==> config.mk <==
export PLATFORM = sky130hd
export DESIGN_NAME = vln_sqrt_step
export DESIGN_NICKNAME = d
export VERILOG_FILES = /design/src/design/vln_pkg.sv /design/src/design/vln_sqrt_step.sv
export SDC_FILE = /design/constraint.sdc
export NUM_CORES = 1
export LEC_CHECK = 0
export BUFFER_PORTS_ARGS = -buffer_cell sky130_fd_sc_hd__clkbuf_2
export CAP_MARGIN = 5
export CORE_ASPECT_RATIO = 1.4
export CORE_MARGIN = 3
export CORE_UTILIZATION = 48
export DETAILED_ROUTE_END_ITERATION = 6
export PLACE_DENSITY = 0.81
export SLEW_MARGIN = 20
export SYNTH_ARGS = -nofsm -noshare
export SYNTH_HDL_FRONTEND = slang
export SYNTH_SLANG_ARGS = --single-unit
==> constraint.sdc <==
create_clock -name clk -period 0.8 [get_ports clk]
set_input_delay 0.24 -clock clk [delete_from_list [all_inputs] [get_ports clk]]
set_output_delay 0.24 -clock clk [all_outputs]
set_load 0.005 [all_outputs]
==> src/design/vln_pkg.sv <==
// Shared types and constants of the vector length and normalise block.
// No dependencies.
package vln_pkg;

    localparam int FRAC_UNIT   = 14;   // fraction bits of a unit component
    localparam int QUOT_W      = 15;   // quotient bits, covers 0..16384
    localparam int UNIT_W      = 16;
    localparam int LEN_OUT_W   = 16;
    localparam int SQ_OUT_W    = 32;
    localparam int THR_W       = 8;
    localparam int APB_DATA_W  = 32;
    localparam int APB_ADDR_W  = 3;

    // Register word indexes on the configuration port
    localparam logic REG_ZERO_THRESHOLD = 1'b0;

    localparam logic [THR_W-1:0] THRESHOLD_RESET = 8'd1;

    // Per-stage control handed to every pipeline step
    typedef struct packed {
        logic advance;
        logic valid;
    } stage_ctl_t;

endpackage

==> src/design/vln_sqrt_step.sv <==
// One registered step of the digit-by-digit square root (one result bit).
// Depends on vln_pkg.
module vln_sqrt_step #(
    parameter int W    = 16,
    parameter int SB_W = 8
) (
    input  logic                    clk,
    input  logic                    rst_n,
    input  vln_pkg::stage_ctl_t     ctl_in,
    input  logic [2*W-1:0]          n_in,
    input  logic [W+1:0]            rem_in,
    input  logic [W-1:0]            root_in,
    input  logic [SB_W-1:0]         side_in,
    output logic                    valid_out,
    output logic [2*W-1:0]          n_out,
    output logic [W+1:0]            rem_out,
    output logic [W-1:0]            root_out,
    output logic [SB_W-1:0]         side_out
);
    import vln_pkg::*;

    logic           valid_reg;
    logic [2*W-1:0] n_reg;
    logic [W+1:0]   rem_reg;
    logic [W-1:0]   root_reg;
    logic [SB_W-1:0] side_reg;

    logic [W+1:0]   rem_sh;
    logic [W+1:0]   trial;
    logic           take;
    logic [W+1:0]   rem_next;
    logic [W-1:0]   root_next;
    logic [2*W-1:0] n_next;

    // Bring down the next two bits and try root*4+1
    always_comb
    begin
        rem_sh    = {rem_in[W-1:0], n_in[2*W-1:2*W-2]};
        trial     = {root_in, 2'b01};
        take      = (rem_sh >= trial);
        rem_next  = take ? (rem_sh - trial) : rem_sh;
        root_next = {root_in[W-2:0], take};
        n_next    = {n_in[2*W-3:0], 2'b00};
    end

    always_ff @(posedge clk or negedge rst_n)
    begin
        if (!rst_n)
        begin
            valid_reg <= 1'b0;
        end
        else if (ctl_in.advance)
        begin
            valid_reg <= ctl_in.valid;
        end
    end

    always_ff @(posedge clk)
    begin
        if (ctl_in.advance)
        begin
            n_reg    <= n_next;
            rem_reg  <= rem_next;
            root_reg <= root_next;
            side_reg <= side_in;
        end
    end

    assign valid_out = valid_reg;
    assign n_out     = n_reg;
    assign rem_out   = rem_reg;
    assign root_out  = root_reg;
    assign side_out  = side_reg;

endmodule

Word-level counts from Yosys, hierarchy flattened
Index checks and enable logic that the tools add are counted.
{"block": "totals", "input_bits": 78, "word_cells": 8, "regBits": 73}
{"block": "classes", "order_cmp": 1, "muxes": 1, "addsub": 1}
{"cell": "$ge A18 B18 Y1", "n": 1}
{"cell": "$mux W18", "n": 1}
{"cell": "$sub A18 B18 Y18", "n": 1}

Longest topological paths before layout
{"block": "logic_depth", "word_depth": 2, "ltp_mapped": 11, "depth_no_buf": 9}

Least setup slack after synthesis
No wires, ideal clock.
{"block": "synth_path", "path_type": "input-to-reg", "startpoint": "in root_in[9]", "endpoint": "reg rem_reg[10], in the netlist rem_out[10], data pin", "cell_stages": 10, "t_arrival_ns": 2.318, "setup_slack_ns": -1.778, "path_buffers": 1, "setup_time_ns": 0.260, "path_cell_list": "inv_1 > ha_1 > nand2_2 > or3_1 > o41a_1 > o21ai_4 > nor2_4 > inv_4 > buf_12 > mux2_4"}
{"block": "synth_via", "elab_chain_len": 2}
{"element": "start, declared", "line_no": "vln_sqrt_step.sv:12", "rtl": "input logic [W-1:0] root_in,"}
{"element": "$ge A18 B18 Y1", "line_no": "vln_sqrt_step.sv:40", "rtl": "take = (rem_sh >= trial);"}
{"element": "via take", "line_no": "vln_sqrt_step.sv:30", "rtl": "logic take;"}
{"element": "$mux W18", "line_no": "vln_sqrt_step.sv:41", "rtl": "rem_next = take ? (rem_sh - trial) : rem_sh;"}
{"element": "via rem_next[10]", "line_no": "vln_sqrt_step.sv:31", "rtl": "logic [W+1:0] rem_next;"}
{"element": "end signal, assigned", "line_no": "vln_sqrt_step.sv:63", "rtl": "rem_reg <= rem_next;"}
{"element": "end, declared", "line_no": "vln_sqrt_step.sv:24", "rtl": "logic [W+1:0] rem_reg;"}
The timed path passes the listed nets, and every way through them passes these cells.
A chain may end at the register's enable or synchronous reset.

Worst setup path after layout
{"block": "layout_path", "startpoint": "in root_in[0]", "endpoint": "reg rem_reg[11], in the netlist rem_out[11], data pin"}
{"block": "layout_via", "elab_chain_len": 2}
{"element": "$sub A18 B18 Y18 or $ge A18 B18 Y1 (tied branches)", "line_no": "vln_sqrt_step.sv:41, vln_sqrt_step.sv:40"}
{"element": "$mux W18 *", "line_no": "vln_sqrt_step.sv:41"}
{"element": "via rem_next[11]", "line_no": "vln_sqrt_step.sv:31"}
The timed path passes the listed nets; every way through them passes the cells marked *.

==> results <==
- Including well taps, the total number of placed cells is 553.
- The time the worst path needs with I/O delays and setup is 2.159 ns.
- The leakage component of the power is 2.509 nW.
- The initial antenna violation count is 0.
- Entering global routing, the biggest net connects 25 pins.
- The Yosys step of the flow raised 0 warnings.
- The synthesized netlist contains 46 unique library cells.
- The smallest setup slack after layout is -1.359 ns.
- The biggest area contributor in the post-synthesis netlist is sky130_fd_sc_hd__edfxtp_1.
- The number of buffers added by the clock tree synthesis step is 9.
- The H-tree was split into 3 levels.
- The total track usage is 27.64%.
- After the first detailed-routing iteration, the DRC count stood at roughly 240.
- The synthesized cell area is 3498 µm².
- Traced cell by cell, the critical path runs through clkbuf_2, inv_1, ha_1, o211ai_1, o21a_2, a21oi_1, a311oi_1, xnor2_1, mux2_4.
- Total power for the finished layout comes to 10.68 mW.
- The area taken by flip-flops and latches is around 2200 µm².
- Timing would allow up to 0.4632 GHz.
- The total length of routed wires is ~13000 µm.
- The slowest library cell on the worst path is sky130_fd_sc_hd__a311oi_1.
- The synthesized design contains between 70 and 80 enable-type register cells.
- The TritonCTS clock tree is built.
- The length of the first detailed-routing pass in iterations is 5.
- Setup repair after global routing could not meet its margin everywhere.
- The checks that failed: setup timing.
- The chip width is 78.15 µm.
- The most used flip-flop cell after synthesis is sky130_fd_sc_hd__edfxtp_1.
- The fill cell instance count of the final layout is 369.
- Synthesis handed over a netlist of 254 instances.
- The number of routed nets with antenna violations is 0.
- The clock passes through at most 2 buffers.
- The critical path buffer and inverter count is 2.
- In the post-synthesis netlist, the biggest area contributors are sky130_fd_sc_hd__edfxtp_1 (62%), sky130_fd_sc_hd__ha_1 (6.4%), sky130_fd_sc_hd__mux2_4 (3.4%).
- The class of the tightest hold or removal check is input port to register.
- The clock latency reported for the late side of the worst-skew pair is 0.36 ns.
- In this run the cell area measured after placement is 4846 µm².
- The chip height is 107.0 µm.
- The number of standard cells in the final layout excluding fillers is 589.
- The die covers 8363 µm².
- Final hold analysis gives a worst-case slack of 0.04973 ns.
- The logic depth of the worst setup path including buffers is 9.
- In the final layout, the share of cells above drive strength 1 is 62.55%.
- In the routed design, unresolved DRC markers number 0.
- The kind of cell adding the most delay to the critical path is compound AO/OA/AOI/OAI gates.
- The number of antenna diodes in the final layout is 0.
- The mean instance size in the synthesized netlist is 13.77 µm².
- The cell count of the worst hold path is 1.
- For this run, the register share of the synthesized area comes to 62.52%.
- The clock net in this run drives a total of 73 sinks.
- The clock-pin slew of the registers on the worst-case setup and hold paths is 0.08 ns.
- The row count is 36.
- STA puts the critical path data arrival time at 2.27 ns.
- For the pin with the worst max-slew slack, the measured transition is 0.5212 ns.
- The clock arrives with 0 ns of skew.
- 153 I/O pins were placed.
- The first-pass GRT wire length is 17110 µm.
- The multi-input combinational cells in the finished layout cover a total of 1529 µm².
- The proportion of netlist area held by the largest area contributor is between 60% and 70%.
- The setup TNS is -46.05 ns.
- The final-report max-slew violation count came to 0.
- The number of setup violations in the final report is 93.
- The relative area change from synthesis to final layout is 59.48%.
- The critical path is of the input port to register type.
- The initial utilization of the core area, before any placement, comes to 49.79%.
- In the finished design, the share of the clock period the worst path needs comes to 269.9%.
- The share of synthesized registers carrying an async set or reset is under 10%.
- The category of the worst setup path launch point is an input port.
- In this run the standard cell core region covers 7027 µm².
- The type of destination of the critical path is a register.
- Measured against its own limit, the worst slew margin works out to 65.02%.
- The number of nets in the layout is 585.
- The via density per instance is 5.513.
- The total vias in the final route is 3247.
- The hold violation total from the final report is 0.
- Once layout is done, the placed cells without fillers occupy 5579 µm².
- In this design, the stage delay of the slowest critical-path cell is 0.51 ns.
- The number of global-route vias before repair is ~3300.
- Clock tree synthesis selected as its root buffer the cell sky130_fd_sc_hd__clkbuf_8.
- The global-route congestion overflow total is 0.
- Power spread over the standard cell area amounts to about 1900 nW/µm².
- In this run the worst path has a maximum fanout of 4.
- The average routed wire per standard cell is 21.54 µm.
- Buffers placed on the I/O ports in this run total 148.
- The worst voltage drop across the vdd grid is 990.4 µV.
- At the worst endpoint, the required time is a little over 0.9 ns.
- Counting flops and latches in the post-synthesis netlist gives 73.
- The routability congestion estimate is 0.8728.
- Max-cap violations in this run came to 0.
- The run finished, with violations left.
- Counting cells, the worst reg-to-reg path comes to 2.
- Summed over all nets, the half-perimeter wirelength after detailed placement is slightly below 8000 µm.
[worst paths after layout]
path | start | to | slack [ns]
min in group asynchronous | rst_n | valid_out | 0.18
min | n_in[16] | n_out[18] | 0.05
max in group asynchronous | rst_n | valid_out | 0.54
max | root_in[0] | rem_out[11] | -1.36
max reg2reg | valid_out | valid_out | -0.10
min reg2reg | valid_out | valid_out | 0.65
[report_power, final]
part	switching, mW	internal (mW)
registers	0.123	4.64
logic	1.44	1.52
clock network	1.45	1.52
[cell usage in the layout, fill, tap and decap left out, types with 3 or more instances in the layout]
cell                       count
sky130_fd_sc_hd__mux2_4       10
sky130_fd_sc_hd__o211ai_1      5
sky130_fd_sc_hd__xnor2_1       7
sky130_fd_sc_hd__inv_1        12
sky130_fd_sc_hd__xor2_1        6
sky130_fd_sc_hd__edfxtp_1     72
sky130_fd_sc_hd__nand2_1       9
sky130_fd_sc_hd__ha_1          6
sky130_fd_sc_hd__nand4_1       3
sky130_fd_sc_hd__a21o_1        4
sky130_fd_sc_hd__a21oi_2       4
sky130_fd_sc_hd__o21a_1        8
sky130_fd_sc_hd__nor3_1        3
sky130_fd_sc_hd__clkbuf_2    141
sky130_fd_sc_hd__nand3_1       4
sky130_fd_sc_hd__o21ai_1       5
sky130_fd_sc_hd__a21oi_1       8
sky130_fd_sc_hd__o21ai_0       5
sky130_fd_sc_hd__inv_2         5
sky130_fd_sc_hd__buf_4        71
sky130_fd_sc_hd__a21oi_4       4
sky130_fd_sc_hd__nand3_2       3
sky130_fd_sc_hd__buf_6         8
sky130_fd_sc_hd__clkbuf_8     11
sky130_fd_sc_hd__nand2_2       4
sky130_fd_sc_hd__ha_4         11
sky130_fd_sc_hd__o21ai_2       3
sky130_fd_sc_hd__nor2_1        8
[synth_stat cells (2+ instances only)]
library cell,count
sky130_fd_sc_hd__nand2b_1,2
sky130_fd_sc_hd__edfxtp_1,72
sky130_fd_sc_hd__mux2_2,3
sky130_fd_sc_hd__or3_1,2
sky130_fd_sc_hd__nand4_1,3
sky130_fd_sc_hd__a211oi_1,4
sky130_fd_sc_hd__nand2_1,13
sky130_fd_sc_hd__mux2_4,8
sky130_fd_sc_hd__a211o_1,2
sky130_fd_sc_hd__a21oi_1,16
sky130_fd_sc_hd__nor3_1,4
sky130_fd_sc_hd__buf_4,2
sky130_fd_sc_hd__inv_1,18
sky130_fd_sc_hd__a21o_1,4
sky130_fd_sc_hd__o211ai_1,5
sky130_fd_sc_hd__xor2_1,6
sky130_fd_sc_hd__o21ai_0,13
sky130_fd_sc_hd__nor2_1,9
sky130_fd_sc_hd__o21bai_1,2
sky130_fd_sc_hd__o21a_1,10
sky130_fd_sc_hd__ha_1,18
sky130_fd_sc_hd__xnor2_1,7
sky130_fd_sc_hd__nand3_1,8
[cell type report]
type / instances / share of cell area [%]
clock inverters: 5 / 1.009
well taps: 95 / 2.131
repair buffers: 229 / 26.13
inverters: 19 / 1.592
flip-flops and latches: 73 / 39.20
clock buffers: 11 / 2.534
multi-input cells: 157 / 27.41
[registers in the layout (all words and copies together), names as in the netlist]
name	cells
n_out	30
rem_out	18
root_out	16
side_out	8
valid_out	1
[what timing repair did]
action,in CTS,in global routing
hold endpoints to repair,1,0
setup endpoints to repair,92,93
setup buffers,11,11
hold buffers,1,0
pin swaps,10,11
gates resized for setup,50,36
[kinds of logic after synthesis]
group / after synthesis / synth area share (%)
flops: 73 / 62.52
compound gates: 66 / 12.73
simple gates: 47 / 6.581
buf+inv: 25 / 3.970
fa+ha+maj: 18 / 6.438
xor+xnor: 13 / 3.255
mux: 11 / 4.399
other cells: 1 / 0.1072
[metal layers]
metal  global-route usage, %  share of wire [%]
met1                   24.78                 32
met2                   53.19                 55
met3                   8.403                8.4
met4                   15.75                4.7
met5                       0                  0
[metrics by stage]
stage	util (%)	setup slack, ns
4_1_cts	76.18	-1.264
3_3_place_gp	68.96	-1.728
3_5_place_dp	68.96	-1.787
6_report	79.40	-1.359
2_1_floorplan	-	-1.604
5_1_grt	79.40	-1.360
(Power assumes the default switching activity.)
