==> src/design/vln_pkg.sv <==
// Shared types and constants of the vector length and normalise block.
// No dependencies.
package vln_pkg;

    localparam int FRAC_UNIT   = 14;   // fraction bits of a unit component
    localparam int QUOT_W      = 15;   // quotient bits, covers 0..16384
    localparam int UNIT_W      = 16;
    localparam int LEN_OUT_W   = 16;
    localparam int SQ_OUT_W    = 32;
    localparam int THR_W       = 8;
    localparam int APB_DATA_W  = 32;
    localparam int APB_ADDR_W  = 3;

    // Register word indexes on the configuration port
    localparam logic REG_ZERO_THRESHOLD = 1'b0;

    localparam logic [THR_W-1:0] THRESHOLD_RESET = 8'd1;

    // Per-stage control handed to every pipeline step
    typedef struct packed {
        logic advance;
        logic valid;
    } stage_ctl_t;

endpackage

==> src/design/vln_div_step.sv <==
// One registered restoring-division step for the three lanes (one quotient bit).
// Depends on vln_pkg.
module vln_div_step #(
    parameter int W     = 16,
    parameter int SB_W  = 8,
    parameter bit FIRST = 1'b0
) (
    input  logic                          clk,
    input  logic                          rst_n,
    input  vln_pkg::stage_ctl_t           ctl_in,
    input  logic [W-1:0]                  len_in,
    input  logic [2:0][W:0]               rem_in,
    input  logic [2:0][vln_pkg::QUOT_W-1:0] q_in,
    input  logic [SB_W-1:0]               side_in,
    output logic                          valid_out,
    output logic [W-1:0]                  len_out,
    output logic [2:0][W:0]               rem_out,
    output logic [2:0][vln_pkg::QUOT_W-1:0] q_out,
    output logic [SB_W-1:0]               side_out
);
    import vln_pkg::*;

    logic                    valid_reg;
    logic [W-1:0]            len_reg;
    logic [2:0][W:0]         rem_reg;
    logic [2:0][QUOT_W-1:0]  q_reg;
    logic [SB_W-1:0]         side_reg;

    logic [2:0][W:0]         rem_next;
    logic [2:0][QUOT_W-1:0]  q_next;

    // Shift the partial remainder (not on the first step), compare, subtract
    always_comb
    begin
        for (int i = 0; i < 3; i++)
        begin
            logic [W:0] r;
            logic       ge;
            r  = FIRST ? rem_in[i] : {rem_in[i][W-1:0], 1'b0};
            ge = (r >= {1'b0, len_in});
            rem_next[i] = ge ? (r - {1'b0, len_in}) : r;
            q_next[i]   = {q_in[i][QUOT_W-2:0], ge};
        end
    end

    always_ff @(posedge clk or negedge rst_n)
    begin
        if (!rst_n)
        begin
            valid_reg <= 1'b0;
        end
        else if (ctl_in.advance)
        begin
            valid_reg <= ctl_in.valid;
        end
    end

    always_ff @(posedge clk)
    begin
        if (ctl_in.advance)
        begin
            len_reg  <= len_in;
            rem_reg  <= rem_next;
            q_reg    <= q_next;
            side_reg <= side_in;
        end
    end

    assign valid_out = valid_reg;
    assign len_out   = len_reg;
    assign rem_out   = rem_reg;
    assign q_out     = q_reg;
    assign side_out  = side_reg;

endmodule

==> config.mk <==
export PLATFORM = sky130hd
export DESIGN_NAME = vln_div_step
export DESIGN_NICKNAME = d
export VERILOG_FILES = /design/src/design/vln_pkg.sv /design/src/design/vln_div_step.sv
export SDC_FILE = /design/constraint.sdc
export NUM_CORES = 1
export LEC_CHECK = 0
export BUFFER_PORTS_ARGS = -buffer_cell sky130_fd_sc_hd__buf_2
export CORE_ASPECT_RATIO = 0.9
export CORE_MARGIN = 1.5
export CORE_UTILIZATION = 38
export DETAILED_ROUTE_END_ITERATION = 12
export PLACE_DENSITY = 0.65
export RECOVER_POWER = 100
export SKIP_LAST_GASP = 1
export SLEW_MARGIN = 20
export SYNTH_ARGS = -nofsm -noshare
export SYNTH_HDL_FRONTEND = slang
export SYNTH_SLANG_ARGS = --single-unit
==> constraint.sdc <==
create_clock -name clk -period 1.58 [get_ports clk]
set_clock_uncertainty 0.15 [all_clocks]
set_input_delay 0.237 -clock clk [delete_from_list [all_inputs] [get_ports clk]]
set_output_delay 0.237 -clock clk [all_outputs]
set_load 0.1 [all_outputs]
# After elaboration in Yosys (flattened, before gate mapping)
# Index checks and enable logic that the tools add are counted.
dict set report totals {
  inputBits 124
  elab_cells 21
  output_inout_bits 121
  register_bits 121
}
dict set report op_classes {
  mux 3
  n_lt_le_gt_ge 3
  n_addsub 3
}
# cell n
set ops {}
lappend ops {{17-bit by 16-bit >= comparator with 1-bit output} 3}
lappend ops {{17-bit two-way mux} 3}
lappend ops {{17-bit by 16-bit subtractor with 17-bit output} 3}

# Depth between registers and ports, before layout
# Gate-level depths: netlist of run 1.
dict set report depth {
  ltp_word 2
  mapped_depth 12
  depth_no_buf 10
}

# Worst setup path before layout of run 1
# No wires, ideal clock.
dict set report synth_timing {
  path_kind {input -> register}
  startpoint {input len_in[0]}
  endpoint {register rem_reg (netlist bit rem_out[16]) (data pin)}
  setup_time_ns 0.260
  t_arrival_ns 2.214
  path_stages 9
  required_ns 1.170
  path_buffers 0
  slack_ns -1.044
  cell_sequence {fa_1 -> nor2b_1 -> o21ai_0 -> a21boi_0 -> nor3_1 -> o21ai_0 -> a31oi_1 -> o21ai_0 -> mux2_2}
}
# item line
set synth_rtl {}
lappend synth_rtl {{start: declaration} vln_div_step.sv:11} ;# input logic [W-1:0] len_in,
lappend synth_rtl {{end signal: assignment} vln_div_step.sv:63} ;# rem_reg <= rem_next;
lappend synth_rtl {{end: declaration} vln_div_step.sv:25} ;# logic [2:0][W:0] rem_reg;

==> metrics.txt, run 1 <==
Hold Vio Cnt, Final=0; buffer depth of the longest clock path=2; synthesized area divided by synthesized cell count=12.0 µm²; final core utilization=0.725; WP depth=11; Final Cycle Share=1.49; sequential-to-total area share from yosys stat=0.556; relative slew slack=0.444; count of pins over their slew limit=0; worst voltage drop across the vdd grid=0.000841 V; global-route usage over all layers=0.258; proportion of synthesized flip-flops having asynchronous set or reset=0.00826; unrepaired setup endpoints after global routing=yes; Data arrival, critical path=2360 ps; slew at the pin closest to its max-slew limit=834 ps; Reg2Reg Depth=1; antenna violation net count after detailed routing=0; layout cell share with drive strength beyond 1=0.565; level count of the clock H-tree=4; DP HPWL=around 15 mm; net count after synthesis=717; Global Route met1 Usage=0.295; Setup WS pre-CTS=-1340 ps; GR peak layer=met2; CTS buffer count=17; DRC Markers=0; Rows=45; worst setup path category=in2reg; largest stage delay on the critical path=380 ps; run status=complete, but fails checks; mapped cell area=6530 µm²; fin worst setup slack=-769 ps; worst reg2reg path endpoint=valid_out; CP Capture Type=register; number of antenna violations at the first check in global routing=3; I/O Pins=245; vias in the first global route=6819; 1st-pass router iterations=5; gr ovfl total=0; Finish-stage setup viols=54; highest attainable clock frequency=426 MHz; Avg Vias per Cell=5.16; clock network latency to the later pin of the worst-skew pair=410 ps; number of maximum-capacitance constraint violations=0; crit path time final=2350 ps; Critical Path Source Type=input port; number of sinks on the clock net=121; critical path's slowest cell=o21ai_4; Initial Utilization=0.388; Warnings, synthesis=0; FF-to-FF setup slack=670 ps; wire length of the first global-routing pass=between 30 and 40 mm; failing checks=negative setup slack; overall die area=18000 µm²; Chip Height=between 100 and 150 µm; Root Driver=clkbuf_16; Starting DRT DRC Count=about 370; drt total wl=24.1 mm; Critical Path Sink=rem_out[37]; clock transition at the register clock pins on the worst setup and hold paths after CTS=60 ps; met3 GRT Util=0.0690; global routing usage on met2=0.458; delay-heaviest family, CP=compound AO/OA/AOI/OAI gates; clock tree from TritonCTS=done; required time of the worst setup path=1590 ps; flops & latches, synth=121; combined buffer and inverter count along the critical path=3; total power divided by cell area=1180 nW/µm²; core area=16800 µm²; layout overhead on the synthesized area=86.9%; global placement routability congestion=0.836; count of flip-flops with a built-in enable after synthesis=120; Reg-to-Reg Start=valid_out; Worst Path Max Fanout=7; min-delay worst type=in2reg; list of cells traversed by the critical path=buf_8 -> clkinvlp_4 -> ha_4 -> o21a_1 -> o31a_1 -> or3_4 -> a21oi_4 -> buf_6 -> o21a_4 -> o21ai_4 -> mux2_2; Pleak=~5.4 nW; NumNets Final=1232; instance count of the mapped netlist=542; launching element of the worst setup path=len_in[2]; TNS Setup=-34430 ps; Final Total Pwr=14.4 mW; average wire per standard cell=18.8 µm; Main synth FF type=edfxtp_1; number of vias after detailed routing=6621; maximum number of pins on one net before global-route repair=28; Cell variety after synth=between 50 and 60; port buffer count=238; die width=141 µm
## routing by layer
layer / part of all wire / vias up / wire [µm]
li1: - / 3110 / -
met1: 0.40 / 3180 / 9560
met2: 0.51 / 272 / 12200
met3: 0.067 / 57 / 1620
met4: 0.030 / 2 / 713
met5: 0.00054 / - / 13
## cells by family after synthesis
| logic type | count (synthesis) | synth area share |
|---|---|---|
| compound gates | 156 | 0.157 |
| simple gates | 119 | 0.0851 |
| xor+xnor | 30 | 0.0402 |
| mux | 20 | 0.0341 |
| buf+inv | 45 | 0.0268 |
| flops | 121 | 0.556 |
| fa+ha+maj | 51 | 0.101 |
## what timing repair did
action,CTS,global route
pin swaps,35,37
buffers inserted,22,17
hold buffers,77,0
hold endpoints to repair,76,0
gates cloned,8,0
gates resized for setup,150,132
setup endpoints to repair,73,111
## how the worst min path moves through the flow
stage	to	cells past startpoint	from
finish	rem_out[10]	3	rem_in[9]
floorplan	valid_out	0	rst_n
global placement	valid_out	1	rst_n
CTS	rem_out[37]	2	rem_in[36]
detailed placement	valid_out	1	rst_n
global route	rem_out[10]	3	rem_in[9]
## worst min-delay path: cells and delay by family
kind	cells	cell delay (ps)
buffers and inverters	1	120
AOI/OAI and AO/OA	1	60
and+or+nand+nor	1	50
## placed cells by master, fill, tap and decap left out, types with 12 or more instances in the layout
master         instances
dlygate4sd3_1         77
nor2_1                28
mux2_4                12
edfxtp_1             120
buf_4                171
xnor2_1               18
nand2_1               21
ha_1                  28
clkbuf_16             18
buf_2                156
a21oi_1               29
inv_1                 23
buf_6                 22
a21o_1                22
clkbuf_4              56
ha_4                  20
## power breakdown
group	internal [mW]	leakage [nW]	total [mW]	switching (mW)
Clock	2.80	0.302	4.28	1.48
Sequential	3.98	1.19	4.09	0.117
Combinational	1.96	3.90	6.01	4.04
## state kept, by name, indices dropped and copies added, names as in the netlist
name / flops
len_out: 16
side_out: 8
rem_out: 51
valid_out: 1
q_out: 45
## synth_stat cells, types with 3 or more instances
cell type,n,share of area
fa_1,3,0.0092
nand2b_1,4,0.0038
and3_1,4,0.0038
a211o_1,3,0.0040
xor2_1,11,0.015
edfxtp_1,120,0.55
o21ai_0,32,0.025
and2_1,4,0.0038
a21oi_1,41,0.031
buf_2,5,0.0038
nor2b_1,8,0.0077
nor2_1,42,0.024
o41ai_1,3,0.0040
nand3_1,9,0.0069
o31ai_1,3,0.0034
o31a_1,5,0.0067
inv_1,36,0.021
nor3_1,3,0.0023
nand2_1,31,0.018
mux2_2,18,0.031
clkbuf_1,4,0.0023
nand4_1,3,0.0029
ha_1,48,0.092
a21o_1,22,0.025
o21a_1,10,0.011
xnor2_1,19,0.025
nor4_1,3,0.0029
a31oi_1,7,0.0067
## per-stage QoR
step	instance area, µm²	std cells	hold WS, ps
after global placement	9340	1130	-137
after floorplan	6800	542	-209
final	12200	1283	13.8
after CTS	11700	1268	0.351
after global routing	12200	1281	7.15
after detailed placement	9340	1130	-135
## area by class of cell
type / instances / area, µm²
fillers: 1075 / 4630
repair buffers: 501 / 3810
multi-input cells: 380 / 3670
flip-flops and latches: 121 / 3630
clock buffers: 17 / 425
well taps: 211 / 264
clock inverters: 14 / 220
inverters: 36 / 175
diodes: 3 / 7.51
Power figures use the tool's default switching activity.
==> run 2, diff against run 1 <==
==> constraint.sdc (replaced) <==
create_clock -name clk -period 3 [get_ports clk]
set_clock_uncertainty 0.15 [all_clocks]
set_input_delay 0.45 -clock clk [delete_from_list [all_inputs] [get_ports clk]]
set_output_delay 0.45 -clock clk [all_outputs]
set_load 0.1 [all_outputs]
==> run 2 against run 1 <==
Compared with the run above: the flow now finishes without violations; die area unchanged; global-route usage shrank 5.9 points; critical endpoint is now rem_out[49]; sequential cell count unchanged; critical path depth grew 1; first-iteration DRC count shrank 26%; final cell count decreased by 15%; largest power group unchanged; combinational power down 60%.
==> metrics.txt, run 2 (same netlist as run 1, synthesis figures left out) <==
run status=completed; clock transition at the register clock pins on the worst setup and hold paths after CTS=60 ps; Avg Vias per Cell=between 4 and 5; global placement routability congestion=around 0.90; buffer depth of the longest clock path=2; count of fill cells added during filler insertion=1578; Starting DRT DRC Count=275; gr ovfl total=0; layout overhead on the synthesized area=37.4%; CTS buffer count=17; required time of the worst setup path=3010 ps; drt total wl=18.0 mm; slew at the pin closest to its max-slew limit=1390 ps; net load switching power=2.72 mW; Final Total Pwr=6.75 mW; most common cell after layout, fill and taps aside=clkbuf_1; global-route usage over all layers=0.199; relative slew slack=0.0733; count of pins over their slew limit=0; DP HPWL=14.2 mm; fin worst setup slack=between 150 and 200 ps; average wire per standard cell=16.5 µm; crit path time final=2830 ps; clock network latency to the later pin of the worst-skew pair=400 ps; post-CTS setup buffer count=0; layout cell share with drive strength beyond 1=0.263; Pleak=between 3 and 4 nW; Global Route met1 Usage=0.238; Root Driver=clkbuf_16; core area=roughly 17000 µm²; Critical Path Source Type=input port; level count of the clock H-tree=4; Initial Utilization=0.388; maximum number of pins on one net before global-route repair=slightly above 50; port buffer count=238; met3 GRT Util=0.0499; highest attainable clock frequency=353 MHz; I/O Pins=245; internal power of the cells=around 4 mW; Data arrival, critical path=between 2000 and 3000 ps; global routing usage on met2=0.355; antenna violation net count after detailed routing=0; switching share of total power=0.403; number of antenna violations at the first check in global routing=1; clock tree from TritonCTS=done; total power divided by cell area=between 700 and 800 nW/µm²; Final Cycle Share=0.944; Chip Height=127 µm; overall die area=18000 µm²; vias in the first global route=5183; Hold Vio Cnt, Final=0; CP Capture Type=register; number of maximum-capacitance constraint violations=0; part of the total power dissipated in sequential elements=0.317; max reg flops=51; wire length of the first global-routing pass=roughly 27 mm; 1st-pass router iterations=5; Finish-stage setup viols=0; GR peak layer=met2; NumNets Final=1040; logic gate share of total power=0.355; Rows=45; worst voltage drop across the vdd grid=0.000344 V; number of vias after detailed routing=5420; TNS Setup=0 ps; commonest cells after routing, fill and taps aside=138 x clkbuf_1, 120 x edfxtp_1, 106 x buf_2, 59 x buf_4, 48 x ha_1; Worst Path Max Fanout=3; die width=approximately 140 µm; min-delay worst type=in2reg; clock network fraction of total power=0.328; DRC Markers=0; worst setup path category=in2reg; unrepaired setup endpoints after global routing=no; Setup WS pre-CTS=-187 ps; number of sinks on the clock net=121
-- run 2: changes by cell type in the layout (fill, tap and decap cells not counted), sizes merged --
cell	before	now
buf	363	167
bufinv	5	4
clkbuf	78	163
clkinv	3	1
clkinvlp	6	2
diode	3	1
dlygate4sd3	77	1
inv	36	43
o21ai	39	36
o221a	2	1
-- run 2: worst max-delay path, stage by stage --
cell      delay (ps)
buf_2            120
inv_1             80
ha_1             310
nor2b_1          150
o31a_1           250
or3_1            310
a21oi_1          220
buf_4            160
o21ai_2           70
a221oi_1         360
xnor2_1          100
mux2_2           270
-- run 2: timing repair --
item / in CTS / in global routing
gates resized for setup: 0 / 0
hold buffers: 1 / 0
endpoints found under the hold margin: 1 / 0
-- run 2: stage by stage --
| step | area (µm²) | hold WS (ps) | instances | utilization |
|---|---|---|---|---|
| after CTS | 9220 | 46.7 | 1089 | 0.547 |
| after global placement | 8570 | 75.3 | 1056 | 0.509 |
| final | 8970 | 68.8 | 1090 | 0.533 |
| after detailed placement | 8570 | 77.1 | 1056 | 0.509 |
| after global routing | 8970 | 47.7 | 1089 | 0.533 |
| after floorplan | 6530 | 4.41 | 542 | - |
-- run 2: path summary, 6_finish.rpt --
kind / from / depth (start not counted) / endpoint / slack, ps
min in group asynchronous: rst_n / 2 / valid_out / 210
max reg2reg: valid_out / 1 / valid_out / 2110
min reg2reg: valid_out / 1 / valid_out / 360
min: side_in[3] / 1 / side_out[3] / 70
max: len_in[1] / 12 / rem_out[49] / 170
max in group asynchronous: rst_n / 2 / valid_out / 2410
-- run 2: final cells by class --
| class | instances | area, µm² | area share |
|---|---|---|---|
| Sequential cell | 121 | 3630 | 0.405 |
| Tap cell | 211 | 264 | 0.0294 |
| Timing Repair Buffer | 313 | 1590 | 0.177 |
| Antenna cell | 1 | 2.50 | 0.000279 |
| Multi-Input combinational cell | 376 | 2710 | 0.302 |
| Clock buffer | 18 | 429 | 0.0478 |
| Clock inverter | 14 | 210 | 0.0234 |
| Inverter | 36 | 135 | 0.0151 |
-- run 2: power by group through the flow --
| stage | registers, mW | logic [mW] | clock network [mW] |
|---|---|---|---|
| 6_report | 2.14 | 2.39 | 2.21 |
| 5_1_grt | 2.16 | 2.51 | 2.32 |
| 4_1_cts | 2.13 | 2.47 | 2.25 |
| 3_5_place_dp | 2.17 | 2.47 | 0 |
| 3_3_place_gp | 2.16 | 2.45 | 0 |
| 2_1_floorplan | 3.52 | 0.546 | 0 |
-- run 2: routing by layer --
| metal | wire length [µm] | share of wire |
|---|---|---|
| met1 | 7710 | 0.43 |
| met2 | 9030 | 0.50 |
| met3 | 1110 | 0.062 |
| met4 | 155 | 0.0086 |
| met5 | 5 | 0.00028 |
==> run 3, diff against run 2 <==
--- a/config.mk
+++ b/config.mk
@@ -8,9 +8,9 @@
 export BUFFER_PORTS_ARGS = -buffer_cell sky130_fd_sc_hd__buf_2
 export CORE_ASPECT_RATIO = 0.9
 export CORE_MARGIN = 1.5
-export CORE_UTILIZATION = 38
+export CORE_UTILIZATION = 54
 export DETAILED_ROUTE_END_ITERATION = 12
-export PLACE_DENSITY = 0.65
+export PLACE_DENSITY = 0.88
 export RECOVER_POWER = 100
 export SKIP_LAST_GASP = 1
 export SLEW_MARGIN = 20
==> run 3 against run 2 <==
Compared with the run above: the flow now finishes with violations (max-capacitance violations, max-slew violations); global-route usage increased by 12 points; clock-buffer cell count decreased by 1; non-clock buffer count decreased by 20; sequential cell count unchanged; wire length increased by 13%; fmax increased by 0.62%.
==> metrics.txt, run 3 (same netlist as run 1, synthesis figures left out) <==
Sequential cell area=3630 µm²; Max Used Layer=met4; average wire per standard cell=19.9 µm; max reg flops=51; global-route usage over all layers=0.317; port buffer count=238; layout cell share with drive strength beyond 1=0.244; unrepaired setup endpoints after global routing=no; drt total wl=between 20 and 25 mm; layout overhead on the synthesized area=33.8%; slew at the pin closest to its max-slew limit=1890 ps; highest attainable clock frequency=355 MHz; 1st-pass router iterations=5; multi-input gate area in the final layout=2720 µm²; vias in the first global route=5753; relative slew slack=-0.258; post-CTS setup buffer count=0; number of maximum-capacitance constraint violations=1; NumNets Final=1020; number of vias after detailed routing=5742; worst voltage drop across the vdd grid=0.000396 V; antenna violation net count after detailed routing=0; CTS buffer count=17; FF-to-FF setup slack=between 2000 and 2500 ps; Final Cycle Share=0.938; total power divided by cell area=768 nW/µm²; worst hold slack=50.8 ps; DRC Markers=0; global placement routability congestion=0.950; final core utilization=0.752; most common cell after layout, fill and taps aside=clkbuf_1; Starting DRT DRC Count=372; Worst Path Max Fanout=13; Chip Height=between 100 and 150 µm; Initial Utilization=0.562; Hold Vio Cnt, Final=0; fin worst setup slack=186 ps; Rows=37; amount of wire on met2 after detailed routing=approximately 11 mm; count of pins over their slew limit=35; buffer depth of the longest clock path=2; wire length of the first global-routing pass=30.2 mm; die width=119 µm; clock network latency to the later pin of the worst-skew pair=420 ps; I/O Pins=245; count of fill cells added during filler insertion=854; Data arrival, critical path=2830 ps; Detail Route met3 WL=between 1.5 and 2 mm; Setup WS pre-CTS=-146 ps; number of sinks on the clock net=~120; core area=11600 µm²; Finish-stage setup viols=0; met1 WL=7.21 mm; post-route non-filler standard cell count=1017; number of placed instances, taps included=about 980; Critical Path Source Type=input port; maximum number of pins on one net before global-route repair=51; CP Capture Type=register; Avg Vias per Cell=between 5 and 6; commonest cells after routing, fill and taps aside=138 x clkbuf_1, 120 x edfxtp_1, 104 x buf_2, 48 x ha_1; gr ovfl total=0; worst setup path category=in2reg; number of antenna violations at the first check in global routing=2; clock tree from TritonCTS=done; Pleak=3.69 nW; clock transition at the register clock pins on the worst setup and hold paths after CTS=roughly 60 ps; min-delay worst type=in2reg; required time of the worst setup path=3010 ps; DP HPWL=between 10 and 15 mm; failing checks=max-capacitance violations, max-slew violations; run status=complete, but fails checks; overall die area=~13000 µm²; level count of the clock H-tree=4; crit path time final=2810 ps; Root Driver=clkbuf_16
==> run 3: layout make-up <==
type	count	area share
clock buffers	17	0.0487
diodes	3	0.000859
clock inverters	15	0.0216
flip-flops and latches	121	0.415
repair buffers	293	0.164
inverters	36	0.0155
well taps	156	0.0223
multi-input cells	376	0.311
==> run 3: power by group <==
| part | internal, mW | switching, mW |
|---|---|---|
| clock network | 1.32 | 0.821 |
| logic | 0.495 | 1.91 |
| registers | 2.10 | 0.0597 |
==> run 3: critical path: stages <==
cell,delay [ps]
clkbuf_1,140
inv_1,140
ha_1,380
a21oi_1,180
nor2_1,60
a211oi_1,330
a31oi_1,200
o21ai_1,230
a31oi_2,180
buf_12,190
mux2_1,330
==> run 3: per-stage QoR <==
step | TNS (ps) | instance area, µm² | power (mW)
3_3_place_gp | -317 | 8320 | 4.56
2_1_floorplan | 0 | 6530 | 4.06
6_report | 0 | 8740 | 6.71
5_1_grt | 0 | 8730 | 6.91
4_1_cts | 0 | 8950 | 6.77
3_5_place_dp | -2050 | 8320 | 4.61
==> run 3: worst paths after layout <==
check,from,endpoint,cells past startpoint
max,len_in[5],rem_out[27],11
min,q_in[41],q_out[42],1
max reg2reg,valid_out,valid_out,1
min reg2reg,valid_out,valid_out,1
max in group asynchronous,rst_n,valid_out,2
min in group asynchronous,rst_n,valid_out,2
==> run 3: repair_timing <==
action	4_1_cts	5_1_grt
gates resized for setup	0	0
hold endpoints to repair	1	0
hold buffers	1	0
==> run 3: routing by layer <==
metal | GRT usage | vias to the layer above
li1 | - | 2654
met1 | 0.332 | 2693
met2 | 0.585 | 325
met3 | 0.0784 | 70
met4 | 0.176 | 0
met5 | 0 | -
